$ cat src/rtl/tsm_pkg.sv
// ----------------------------------------------------------------------------
// Typed stack machine package
// Shared command, error and state codes, tagged entry and divider request.
// ----------------------------------------------------------------------------
package tsm_pkg;

  typedef enum logic [4:0] {
    CMD_NEG = 5'd0, CMD_NOT = 5'd1, CMD_ADD = 5'd2, CMD_SUB = 5'd3,
    CMD_MUL = 5'd4, CMD_DIV = 5'd5, CMD_MOD = 5'd6, CMD_EQ = 5'd7,
    CMD_NE = 5'd8, CMD_LT = 5'd9, CMD_LE = 5'd10, CMD_GT = 5'd11,
    CMD_GE = 5'd12, CMD_AND = 5'd13, CMD_OR = 5'd14, CMD_LDC = 5'd15,
    CMD_PRINT = 5'd16, CMD_HALT = 5'd17, CMD_DECL = 5'd18,
    CMD_LDV = 5'd19, CMD_STV = 5'd20
  } cmd_t;

  typedef enum logic [2:0] {
    ERR_OK = 3'd0, ERR_UNDER = 3'd1, ERR_TYPE = 3'd2, ERR_DIV0 = 3'd3,
    ERR_MOD0 = 3'd4, ERR_BADVAR = 3'd5, ERR_OVER = 3'd6, ERR_FULL = 3'd7
  } err_t;

  typedef struct packed {
    logic        tag;
    logic [31:0] val;
  } entry_t;

  typedef enum logic [2:0] {
    ST_IDLE, ST_READ, ST_EXEC, ST_DIV, ST_OUT
  } state_t;

  typedef struct packed {
    logic        start;
    logic        is_mod;
    logic [31:0] a;
    logic [31:0] b;
  } div_req_t;

endpackage

$ cat src/rtl/tsm_div.sv
// ----------------------------------------------------------------------------
// Typed stack machine divider
// Radix-2 restoring divider on magnitudes, one quotient bit per cycle.
// ----------------------------------------------------------------------------
module tsm_div (
  input  logic             clk,
  input  logic             rst_n,
  input  tsm_pkg::div_req_t req,
  output logic             done,
  output logic [31:0]      result
);
  import tsm_pkg::*;

  logic [31:0] q_r, q_nxt, rem_r, rem_nxt, d_r, d_nxt;
  logic [5:0]  cnt_r, cnt_nxt;
  logic        busy_r, busy_nxt, done_r, done_nxt, negq_r, negq_nxt, negr_r, negr_nxt;
  logic        mod_r, mod_nxt;
  logic [32:0] trial, shifted;

  always_comb begin
    q_nxt = q_r; rem_nxt = rem_r; d_nxt = d_r; cnt_nxt = cnt_r;
    busy_nxt = busy_r; done_nxt = 1'b0; negq_nxt = negq_r; negr_nxt = negr_r;
    mod_nxt = mod_r;
    shifted = {rem_r, q_r[31]};
    trial = shifted - {1'b0, d_r};
    if (req.start) begin
      q_nxt = req.a[31] ? (32'd0 - req.a) : req.a;
      d_nxt = req.b[31] ? (32'd0 - req.b) : req.b;
      rem_nxt = '0;
      cnt_nxt = 6'd32;
      busy_nxt = 1'b1;
      negq_nxt = req.a[31] ^ req.b[31];
      negr_nxt = req.a[31];
      mod_nxt = req.is_mod;
    end else if (busy_r) begin
      if (!trial[32]) begin
        rem_nxt = trial[31:0];
        q_nxt = {q_r[30:0], 1'b1};
      end else begin
        rem_nxt = shifted[31:0];
        q_nxt = {q_r[30:0], 1'b0};
      end
      cnt_nxt = cnt_r - 6'd1;
      if (cnt_r == 6'd1) begin
        busy_nxt = 1'b0;
        done_nxt = 1'b1;
      end
    end
  end

  always_ff @(posedge clk) begin
    if (!rst_n) begin
      busy_r <= 1'b0;
      done_r <= 1'b0;
    end else begin
      busy_r <= busy_nxt;
      done_r <= done_nxt;
    end
    q_r <= q_nxt; rem_r <= rem_nxt; d_r <= d_nxt; cnt_r <= cnt_nxt;
    negq_r <= negq_nxt; negr_r <= negr_nxt; mod_r <= mod_nxt;
  end

  assign done = done_r;
  assign result = mod_r ? (negr_r ? (32'd0 - rem_r) : rem_r)
                        : (negq_r ? (32'd0 - q_r) : q_r);

  a_busy_done: assert property (@(posedge clk) disable iff (!rst_n)
    done_r |-> !busy_r) else $error("divider done while busy");
  a_start_busy: assert property (@(posedge clk) disable iff (!rst_n)
    req.start |=> busy_r) else $error("divider did not start");
  a_cnt_range: assert property (@(posedge clk) disable iff (!rst_n)
    busy_r |-> (cnt_r != 6'd0)) else $error("divider count ran out");
endmodule

$ cat config.mk
export PLATFORM = sky130hd
export DESIGN_NAME = tsm_div
export DESIGN_NICKNAME = d
export VERILOG_FILES = /design/src/rtl/tsm_pkg.sv /design/src/rtl/tsm_div.sv
export SDC_FILE = /design/constraint.sdc
export NUM_CORES = 1
export LEC_CHECK = 0
export ABC_AREA = 1
export BUFFER_PORTS_ARGS = -buffer_cell sky130_fd_sc_hd__buf_2
export CAP_MARGIN = 10
export CORE_MARGIN = 2
export CORE_UTILIZATION = 48
export DETAILED_ROUTE_END_ITERATION = 8
export PLACE_DENSITY_LB_ADDON = 0.08
export SETUP_SLACK_MARGIN = 0.1
export SYNTH_ARGS = -nofsm -noshare
export SYNTH_HDL_FRONTEND = slang
export SYNTH_SLANG_ARGS = --single-unit
$ cat constraint.sdc
create_clock -name clk -period 3.03 [get_ports clk]
set_input_delay 0.909 -clock clk [delete_from_list [all_inputs] [get_ports clk]]
set_output_delay 0.909 -clock clk [all_outputs]
set_load 0.01 [all_outputs]
==> summary.md, run 1 <==
| Metric | Value |
|---|---|
| VDD IR max | between 0.0002 and 0.00025 V |
| Maxcap violations | 0 |
| Largest net degree at the start of global routing | 36 |
| CP max-delay cell | edfxtp_1 |
| Max Slew Vio Count | 0 |
| DP Cell Count | ~2,100 |
| Share of total power in the clock network | 0.289 |
| Clock Latency Late Sink | 0.37 ns |
| ANT nets after route | 0 |
| Register area share after synthesis | 0.2656 |
| Post-synth design cell area | around 11,000 sq um |
| Root cell of the clock tree | clkbuf_16 |
| Unrepaired setup endpoints after global routing | yes |
| Worst Setup End Kind | output port |
| Initial Utilization | 0.4868 |
| Violated checks | setup timing |
| Layout Cells excl Fill | 2,144 |
| Final nets | just under 2,000 |
| Final WL | between 30,000 and 40,000 um |
| Share of cells above drive strength 1 | 0.1545 |
| Most frequent cells in the layout | 526 x nand2_1, 290 x inv_1, 148 x nor2_1 |
| Worst Path Buf+Inv | 5 |
| Netlist cell types | 50 |
| Kind of critical path | flop to output port |
| Synth Flop Type | edfxtp_1 |
| Diode count | 0 |
| Cell Rows | 54 |
| GRT Resource Usage Total | 0.2716 |
| Total grt overflow | 0 |
| Power per cell area | approximately 340 nW/um^2 |
| Cell leakage power | roughly 6.4 nW |
| Switching Share | 0.3570 |
| Slew margin rel. | 0.5980 |
| Post-DR wirelength/cell | between 10 and 15 um |
| Hold Vio Cnt, Final | 0 |
| Wl on met1 | approximately 15,000 um |
| Most common cell after layout, fill and taps aside | nand2_1 |
| First drt pass iteration count | 5 |
| # port buffers | 100 |
| Vias in the first global route | between 10,000 and 15,000 |
| Initial antenna violation count | 0 |
| Vias/cell | just over 5 |
| Met3 Wirelength | 1864 um |
| Worst-path cell chain | inv_2 -> ha_4 -> inv_2 -> nor3_4 -> inv_2 -> nor2_2 -> buf_4 -> nand3b_1 -> o21ai_4 -> a21oi_1 -> o21ai_1 -> buf_2 |
| Top sig layer | met4 |
| HPWL Detailed | between 20,000 and 30,000 um |
| Avg Inst Size Synth | 6.094 sq um |
| Pint | about 2.7 mW |
| Max Fclk | 0.3075 GHz |
| Initial DRC Count | 813 |
| Crit-path most repeated cell | inv_2 |
| Final setup margin | -0.2219 ns |
| Crit-path leading delay family | compound AO/OA/AOI/OAI gates |
| Clock Pin Slew Worst Setup and Hold Paths | about 0.080 ns |
| Die Y | roughly 150 um |
| Gpl congestion | around 0.95 |
| Combinational share of power | 0.287 |
| CP arrival | approximately 2.3 ns |
| Setup violators final | 25 |
| CP Data Required Time | around 2.1 ns |
| Post-route minimum period | roughly 3.3 ns |
| Num CTS Buffers | 9 |
| Net switching power | 1.496 mW |
| Synthesized instance count | approximately 1,700 |
| Met2 WL post-DR | roughly 14,000 um |
| Ys Warns | 0 |
| Mapped Nets | approximately 1,800 |
| Tot Pwr | 4.190 mW |
| First-pass GRT wire length | 51,280 um |
| Residual DRC | 0 |
| CTS tree | yes |
| Die ar. | between 20,000 and 25,000 sq um |
| Area of the multi-input gates | about 6700 sq um |
| I/O pin count | slightly above 100 |
| Post-synth EDFFs | 67 |
| Yosys reg bits | between 100 and 150 |
| Final Cycle Share | 1.073 |
| CP max stage delay | between 0.4 and 0.5 ns |
| Clock Sinks | between 100 and 150 |
| Minimum hold slack | 0.4932 ns |
| Core ar. | around 22,000 sq um |
| Async S/R FF share, synth | 0 |
| Hold WC Path Type | flop to flop |
| Final Core Density | 0.5610 |
| Chip width | 152.5 um |
| Skew final | roughly 0.018 ns |
| Fillcell total | between 2,000 and 2,500 |
| Register area | approximately 2800 sq um |
| Area Overhead vs Synth | 15.24% |
| Depth of the CTS H-tree | 3 |
| Worst-Margin Slew | around 0.6 ns |
| Sequential share of power | 0.424 |
| Sum of negative setup slack | -3.090 ns |
| Clk buf depth | 2 |
| Crit path max fanout | 6 |
| Vias | around 11,000 |
| Status | finished, violations left |
| Startpoint Class | flop |
cells in the mapped netlist (2+ instances only):
| library cell | instances | area share |
|---|---|---|
| nand4_1 | 20 | 0.012 |
| o21a_1 | 2 | 0.0014 |
| nand2_4 | 4 | 0.0043 |
| xnor2_1 | 23 | 0.019 |
| inv_2 | 4 | 0.0014 |
| xor2_1 | 41 | 0.034 |
| o21ai_0 | 116 | 0.055 |
| nor2_1 | 160 | 0.057 |
| nor3_1 | 47 | 0.022 |
| buf_1 | 4 | 0.0014 |
| nor3_2 | 3 | 0.0028 |
| inv_1 | 299 | 0.11 |
| buf_8 | 2 | 0.0028 |
| o211ai_1 | 3 | 0.0021 |
| o21ai_1 | 6 | 0.0028 |
| and2_1 | 4 | 0.0024 |
| or2_2 | 8 | 0.0047 |
| o22ai_1 | 6 | 0.0035 |
| buf_2 | 2 | 0.00095 |
| nand3_2 | 11 | 0.010 |
| a21oi_1 | 67 | 0.032 |
| buf_12 | 2 | 0.0038 |
| edfxtp_1 | 67 | 0.19 |
| clkbuf_1 | 28 | 0.0099 |
| nand3_1 | 121 | 0.057 |
| ha_1 | 38 | 0.045 |
| nand2_8 | 2 | 0.0038 |
| and3_1 | 5 | 0.0030 |
| clkinv_1 | 5 | 0.0018 |
| nor4_1 | 4 | 0.0024 |
| nand3b_1 | 5 | 0.0035 |
| nor2_2 | 7 | 0.0041 |
| nand2_2 | 24 | 0.014 |
| nand2_1 | 536 | 0.19 |
| o31ai_1 | 5 | 0.0035 |
| dfxtp_1 | 40 | 0.076 |
| a31oi_1 | 4 | 0.0024 |
metal layers:
metal / vias to the layer above / track usage
met1: 5015 / 0.3908
li1: 5733 / -
met2: 326 / 0.4361
met5: - / 0
met3: 38 / 0.03982
met4: 0 / 0.05600
power groups by stage:
stage / Combinational [mW] / Sequential (mW) / Clock, mW
2_1_floorplan: 0.733 / 1.76 / 0
3_3_place_gp: 1.10 / 1.80 / 0
3_5_place_dp: 1.12 / 1.80 / 0
4_1_cts: 1.18 / 1.77 / 1.23
5_1_grt: 1.35 / 1.79 / 1.28
6_report: 1.20 / 1.78 / 1.21
flip-flops by register name (all words and copies together), names as in the netlist:
register and cells:
busy_r 1, cnt_r 6, d_r 32, done 1
mod_r 1, negq_r 1, negr_r 1, q_r 32
rem_r 32
final cells by class:
class                           count  share of cell area
Clock buffer                        9             0.01845
Clock inverter                      7            0.006561
Inverter                          308             0.09493
Multi-Input combinational cell   1283              0.5463
Sequential cell                   107              0.2307
Tap cell                          280             0.02870
Timing Repair Buffer              150             0.07442
through the flow:
step                      setup WS (ns)  instance area, sq um
after floorplan                  0.2841                 10590
after global placement          0.02671                 11500
after detailed placement       -0.02262                 11500
after CTS                       -0.2320                 12150
after global routing            -0.3852                 12210
final                           -0.2219                 12210
what timing repair did:
item | 4_1_cts | 5_1_grt
buffers inserted | 13 | 1
hold buffers | 0 | 0
setup endpoints to repair | 26 | 27
resized for setup | 81 | 18
pin swaps | 17 | 8
cloned | 0 | 0
hold endpoints to repair | 0 | 0
path summary, 6_finish.rpt:
kind / start / end / slack [ns] / depth (start not counted)
min: cnt_r[0] / cnt_r[0] / 0.49 / 2
max reg2reg: q_r[31] / rem_r[5] / 0.33 / 17
min reg2reg: cnt_r[0] / cnt_r[0] / 0.49 / 2
max: q_r[1] / result[22] / -0.22 / 12
cell families (layout without fill, tap and decap cells):
group	count (synthesis)	count (layout)	synth area share
xor gates and xnor gates	64	64	0.05292
and+or+nand+nor	966	966	0.3987
AOI/OAI and AO/OA	214	214	0.1062
adders and majority gates	39	39	0.04678
buffers and inverters	348	474	0.1298
DFF	107	107	0.2656
worst reg2reg max path: stages (launching register included):
cell      delay [ns]
edfxtp_1        0.36
inv_1           0.14
ha_1            0.29
fa_1            0.41
inv_1           0.09
nand2_1         0.06
nand2_1         0.11
nand3_1         0.08
nand2_1         0.11
nand2_1         0.07
nand2_2         0.11
nand2_4         0.09
nand2_4         0.09
nand2_4         0.07
nand2_8         0.23
nand2_1         0.13
nand3_2         0.09
nand2_1         0.05
Note: power is estimated with default switching activity, not from simulation.
==> run 2: changes to the inputs <==
==> constraint.sdc (replaced) <==
create_clock -name clk -period 3.03 [get_ports clk]
set_input_delay 0.4545 -clock clk [delete_from_list [all_inputs] [get_ports clk]]
set_output_delay 0.4545 -clock clk [all_outputs]
set_load 0.01 [all_outputs]
==> summary.md, run 2 (synthesized netlist as in run 1, its figures left out) <==
| Metric | Value |
|---|---|
| Initial Utilization | 0.4868 (unchanged) |
| Num CTS Buffers | 9 (unchanged) |
| Residual DRC | 0 (unchanged) |
| Clock Latency Late Sink | 0.36 ns (was 0.37 ns) |
| GRT Resource Usage Total | 0.2631 (was 0.2716) |
| Skew final | 0.01283 ns (was 0.01781 ns) |
| Depth of the CTS H-tree | 3 (unchanged) |
| Initial DRC Count | 914 (was 813) |
| Final WL | 30,980 um (was 31,740 um) |
| Vias | 10,990 (was 11,110) |
| VDD IR max | 0.0002712 V (was 0.0002242 V) |
| Post-DR wirelength/cell | 14.61 um (was 14.81 um) |
| Die Y | 152.5 um (unchanged) |
| Pre-CTS WS | 0.2704 ns (was -0.02262 ns) |
| Crit path max fanout | 6 (unchanged) |
| Hold WC Path Type | input pin to flop (was flop to flop) |
| Cell Rows | 54 (unchanged) |
| Max Slew Vio Count | 0 (unchanged) |
| Max Fclk | 0.3452 GHz (was 0.3075 GHz) |
| Clk buf depth | 2 (unchanged) |
| Setup violators final | 0 (was 25) |
| Clock Pin Slew Worst Setup and Hold Paths | 0.08 ns (about the same) |
| Startpoint Class | flop (unchanged) |
| HPWL Detailed | 25,040 um (was 25,540 um) |
| CP arrival | 2.44 ns (was 2.34 ns) |
| CTS tree | yes (unchanged) |
| Post-route minimum period | 2.897 ns (was 3.252 ns) |
| Total grt overflow | 0 (unchanged) |
| Share of cells above drive strength 1 | 0.1363 (was 0.1545) |
| Slew margin rel. | 0.6753 (was 0.5980) |
| Top flop regs | d_r x32, q_r x32, rem_r x32 (unchanged) |
| Gpl congestion | 0.9230 (was 0.9538) |
| I/O pin count | 101 (unchanged) |
| Maxcap violations | 0 (unchanged) |
| Layout Cells excl Fill | 2,121 (was 2,144) |
| Hold buffers post-CTS | 0 (unchanged) |
| Largest net degree at the start of global routing | 68 (was 36) |
| Final nets | 1,943 (was 1,966) |
| Core ar. | 21,760 sq um (unchanged) |
| Diode count | 0 (unchanged) |
| Worst-Margin Slew | 0.4840 ns (was 0.6024 ns) |
| Power per cell area | 347.1 nW/um^2 (was 343.3 nW/um^2) |
| Root cell of the clock tree | clkbuf_16 (unchanged) |
| Tot Pwr | 4.133 mW (was 4.190 mW) |
| Clock Sinks | 107 (unchanged) |
| Vias in the first global route | 9,853 (was 10,070) |
| ANT nets after route | 0 (unchanged) |
| First drt pass iteration count | 5 (unchanged) |
| DP Cell Count | 2,090 (was 2,114) |
| # port buffers | 100 (unchanged) |
| Vias/cell | 5.182 (was 5.183) |
| Most frequent cells in the layout | 527 x nand2_1, 291 x inv_1, 151 x nor2_1 (was 526 x nand2_1, 290 x inv_1, 148 x nor2_1) |
| Fillcell total | 2,283 (was 2,266) |
| Final Cycle Share | 0.9560 (was 1.073) |
| Worst Setup End Kind | output port (unchanged) |
| First-pass GRT wire length | 49,920 um (was 51,280 um) |
| Die ar. | 23,270 sq um (unchanged) |
| Hold Vio Cnt, Final | 0 (unchanged) |
| Most common cell after layout, fill and taps aside | nand2_1 (unchanged) |
| Initial antenna violation count | 1 (was 0) |
| Cell leakage power | 6.271 nW (was 6.423 nW) |
| Area Overhead vs Synth | 12.44% (was 15.24%) |
| CP Data Required Time | 2.58 ns (was 2.12 ns) |
| Status | finished, final reports clean (was finished, violations left) |
| Kind of critical path | flop to output port (unchanged) |
| Unrepaired setup endpoints after global routing | yes (unchanged) |
| Final setup margin | 0.1332 ns (was -0.2219 ns) |
| Chip width | 152.5 um (unchanged) |
-- run 2: changes by cell type in the layout (fill, tap and decap cells not counted), sizes merged --
cell / previous run / this run
clkbuf: 9 / 10
buf: 150 / 127
inv: 305 / 307
clkinv: 9 / 6
-- run 2: final cells by class --
class                      instances  area (sq um)  share of cell area
clock buffer                      10         239.0             0.02007
clock inverter                     6         61.31            0.005148
inverter                         308          1159             0.09729
multi-input combinational       1283          6564              0.5512
sequential                       107          2814              0.2363
tap                              280         350.3             0.02942
timing repair buffer             127         721.9             0.06062
-- run 2: power by group --
| group | switching (mW) | total [mW] | internal, mW |
|---|---|---|---|
| combinational | 0.763 | 1.16 | 0.400 |
| sequential | 0.0853 | 1.77 | 1.69 |
| clock | 0.593 | 1.20 | 0.606 |
| total | 1.44 | 4.13 | 2.69 |
-- run 2: path summary, 6_finish.rpt --
kind	from	end	slack (ns)	depth (start not counted)
setup / recovery	q_r[1]	result[30]	0.13	13
hold / removal	req[64]	mod_r	0.27	1
setup reg to reg	q_r[31]	q_r[0]	0.34	15
hold reg to reg	rem_r[0]	rem_r[0]	0.49	2
-- run 2: metal layers --
metal  up-vias  wire [um]  track usage
met5         -          0            0
met4         0        552      0.05467
met3        40       1622      0.03100
met2       307      13770       0.4200
met1      4943      15030       0.3854
li1       5701          -            -
-- run 2: stage by stage --
stage	cell area (sq um)	setup TNS, ns	util	hold WS, ns
2_1_floorplan	10590	0	-	0.4487
3_3_place_gp	11330	0	0.5208	0.4627
3_5_place_dp	11330	0	0.5208	0.4735
4_1_cts	11650	0	0.5357	0.2620
5_1_grt	11910	-0.0009623	0.5474	0.2592
6_report	11910	0	0.5474	0.2706
-- run 2: what timing repair did --
| item | CTS | global route |
|---|---|---|
| setup buffers | 0 | 15 |
| resized for setup | 7 | 46 |
| pin swaps | 0 | 13 |
| endpoints found under the setup margin | 10 | 22 |
-- run 2: critical path: stages, from the launching register on --
cell	delay (ns)
edfxtp_1	0.43
inv_2	0.10
ha_4	0.13
inv_4	0.04
nor3_4	0.17
inv_2	0.09
nor2_4	0.18
nand3b_1	0.20
o21ai_4	0.29
nand3_2	0.11
nand2_2	0.08
nand3_2	0.06
nand2_2	0.09
buf_6	0.10
==> run 3: changes to the inputs <==
==> constraint.sdc (replaced) <==
create_clock -name clk -period 3.66 [get_ports clk]
set_input_delay 0.549 -clock clk [delete_from_list [all_inputs] [get_ports clk]]
set_output_delay 0.549 -clock clk [all_outputs]
set_load 0.01 [all_outputs]
==> summary.md, run 3 (synthesized netlist as in run 1, its figures left out) <==
| Metric | Value |
|---|---|
| Diode count | 0 (unchanged) |
| Vias | 10,990 (unchanged) |
| Crit-path leading delay family | compound AO/OA/AOI/OAI gates (was simple AND/OR/NAND/NOR gates) |
| Num CTS Buffers | 9 (unchanged) |
| Startpoint Class | flop (unchanged) |
| CP Data Required Time | 3.11 ns (was 2.58 ns) |
| CP max-delay cell | edfxtp_1 (unchanged) |
| Fillcell total | 2,288 (was 2,283) |
| Post-route minimum period | around 3.3 ns |
| Clock Latency Late Sink | 0.37 ns (was 0.36 ns) |
| Max Fclk | slightly above 0.3 GHz |
| Worst-path cell chain | inv_1 -> ha_1 -> inv_1 -> nor3_1 -> inv_1 -> nor2_2 -> nand3b_1 -> o21ai_2 -> a21oi_1 -> o21ai_0 -> buf_2 (was inv_2 -> ha_4 -> inv_4 -> nor3_4 -> inv_2 -> nor2_4 -> nand3b_1 -> o21ai_4 -> nand3_2 -> nand2_2 -> nand3_2 -> nand2_2 -> buf_6) |
| Gpl congestion | 0.9452 (was 0.9230) |
| Die Y | 152.5 um (unchanged) |
| Initial antenna violation count | 0 (was 1) |
| Share of cells above drive strength 1 | 0.1081 (was 0.1363) |
| Root cell of the clock tree | clkbuf_16 (unchanged) |
| Total grt overflow | 0 (unchanged) |
| Setup violators final | 0 (unchanged) |
| Skew final | 0.01580 ns (was 0.01283 ns) |
| Final Cycle Share | 0.8908 |
| Kind of critical path | flop to output port (unchanged) |
| CP arrival | 2.71 ns (was 2.44 ns) |
| Slew margin rel. | 0.3223 (was 0.6753) |
| First drt pass iteration count | 5 (unchanged) |
| Hold WC Path Type | input pin to flop (unchanged) |
| Power per cell area | 293.7 nW/um^2 (was 347.1 nW/um^2) |
| Depth of the CTS H-tree | 3 (unchanged) |
| Maxcap violations | 0 (unchanged) |
| Initial Utilization | 0.4868 (unchanged) |
| CTS tree | yes (unchanged) |
| CP max stage delay | 0.43 ns (about the same) |
| # port buffers | 100 (unchanged) |
| I/O pin count | 101 (unchanged) |
| Crit-path most repeated cell | inv_1 |
| Clk buf depth | 2 (unchanged) |
| Largest net degree at the start of global routing | 57 (was 68) |
| Final WL | 30,800 um (was 30,980 um) |
| Die ar. | 23,270 sq um (unchanged) |
| First-pass GRT wire length | 49,710 um (was 49,920 um) |
| Area Overhead vs Synth | 9.663% (was 12.44%) |
| Post-DR wirelength/cell | 14.65 um (was 14.61 um) |
| Most frequent cells in the layout | 536 x nand2_1, 299 x inv_1, 156 x nor2_1 (was 527 x nand2_1, 291 x inv_1, 151 x nor2_1) |
| Status | finished, final reports clean (unchanged) |
| Worst-Margin Slew | 1.015 ns (was 0.4840 ns) |
| Worst Setup End Kind | output port (unchanged) |
| Unrepaired setup endpoints after global routing | no (was yes) |
| Cell Rows | 54 (unchanged) |
| Worst Path Buf+Inv | 4 (unchanged) |
| Clock Pin Slew Worst Setup and Hold Paths | 0.08 ns (about the same) |
| Core ar. | 21,760 sq um (unchanged) |
| Chip width | 152.5 um (unchanged) |
| Max Slew Vio Count | 0 (unchanged) |
| Top flop regs | d_r x32, q_r x32, rem_r x32 (unchanged) |
| HPWL Detailed | 24,970 um (was 25,040 um) |
| Final nets | 1,925 (was 1,943) |
| Hold Vio Cnt, Final | 0 (unchanged) |
| GRT Resource Usage Total | 0.2617 (was 0.2631) |
| Vias in the first global route | 9,809 (was 9,853) |
| Final Core Density | 0.5339 (was 0.5474) |
| Residual DRC | 0 (unchanged) |
| Most common cell after layout, fill and taps aside | nand2_1 (unchanged) |
| Sum of negative setup slack | 0 ns (unchanged) |
| Crit path max fanout | 6 (unchanged) |
| Cell leakage power | 6.148 nW (was 6.271 nW) |
| Clock Sinks | 107 (unchanged) |
| VDD IR max | 0.0002140 V (was 0.0002712 V) |
| ANT nets after route | 0 (unchanged) |
| Initial DRC Count | 975 (was 914) |
| Vias/cell | 5.226 (was 5.182) |
==> run 3: cell count changes in the layout (fill, tap and decap cells not counted), moves of 5 or more <==
cell	previous run	this run
nand2_2	33	24
nand2_1	527	536
inv_2	11	4
inv_1	291	299
nor2_1	151	156
buf_4	26	9
==> run 3: path summary, 6_finish.rpt <==
kind / to / slack (ns) / from / cells after the start
worst max register to register: rem_r[27] / 0.94 / q_r[31] / 16
worst max-delay path: result[22] / 0.40 / q_r[1] / 11
worst min-delay path: mod_r / 0.36 / req[64] / 1
worst min register to register: rem_r[1] / 0.49 / rem_r[1] / 2
==> run 3: worst register-to-register path, delay by kind of cell, from the launching register on <==
family,cells,cell delay [ns]
AOI/OAI and AO/OA,1,0.23
adders and majority gates,2,0.67
buffers and inverters,2,0.19
DFF,1,0.37
and+or+nand+nor,11,1.16
==> run 3: power by group <==
group / leakage (nW) / total (mW) / switching [mW] / internal (mW)
clock network: 0.153 / 1.04 / 0.538 / 0.498
logic: 5.00 / 0.908 / 0.607 / 0.301
registers: 0.994 / 1.47 / 0.0731 / 1.40
==> run 3: repair_timing <==
item	4_1_cts	5_1_grt
setup endpoints to repair	0	2
buffers inserted	0	0
resized for setup	0	2
hold buffers	0	0
==> run 3: stage by stage <==
stage | instance area [sq um] | std cells | hold WS (ns) | power, mW | worst slack [ns]
detailed placement | 11300 | 2087 | 0.4721 | 2.391 | 0.7872
global placement | 11300 | 2087 | 0.4637 | 2.381 | 0.8613
finish | 11610 | 2103 | 0.3570 | 3.412 | 0.3998
CTS | 11610 | 2103 | 0.3426 | 3.421 | 0.3615
global route | 11610 | 2103 | 0.3538 | 3.601 | 0.1187
floorplan | 10590 | 1738 | 0.4487 | 2.068 | 1.274
==> run 3: area by class of cell <==
cell class / count / area, sq um / share of cell area
Timing Repair Buffer: 109 / 568.0 / 0.04891
Inverter: 308 / 1156 / 0.09954
Sequential cell: 107 / 2813 / 0.2422
Tap cell: 280 / 350.3 / 0.03016
Multi-Input combinational cell: 1283 / 6414 / 0.5522
Clock inverter: 7 / 88.84 / 0.007648
Clock buffer: 9 / 225.2 / 0.01939
==> run 3: layer usage <==
metal | track usage | wire, um
met5 | 0 | 0
met4 | 0.05335 | 501
met3 | 0.02560 | 1609
met2 | 0.4221 | 13700
met1 | 0.3832 | 15000
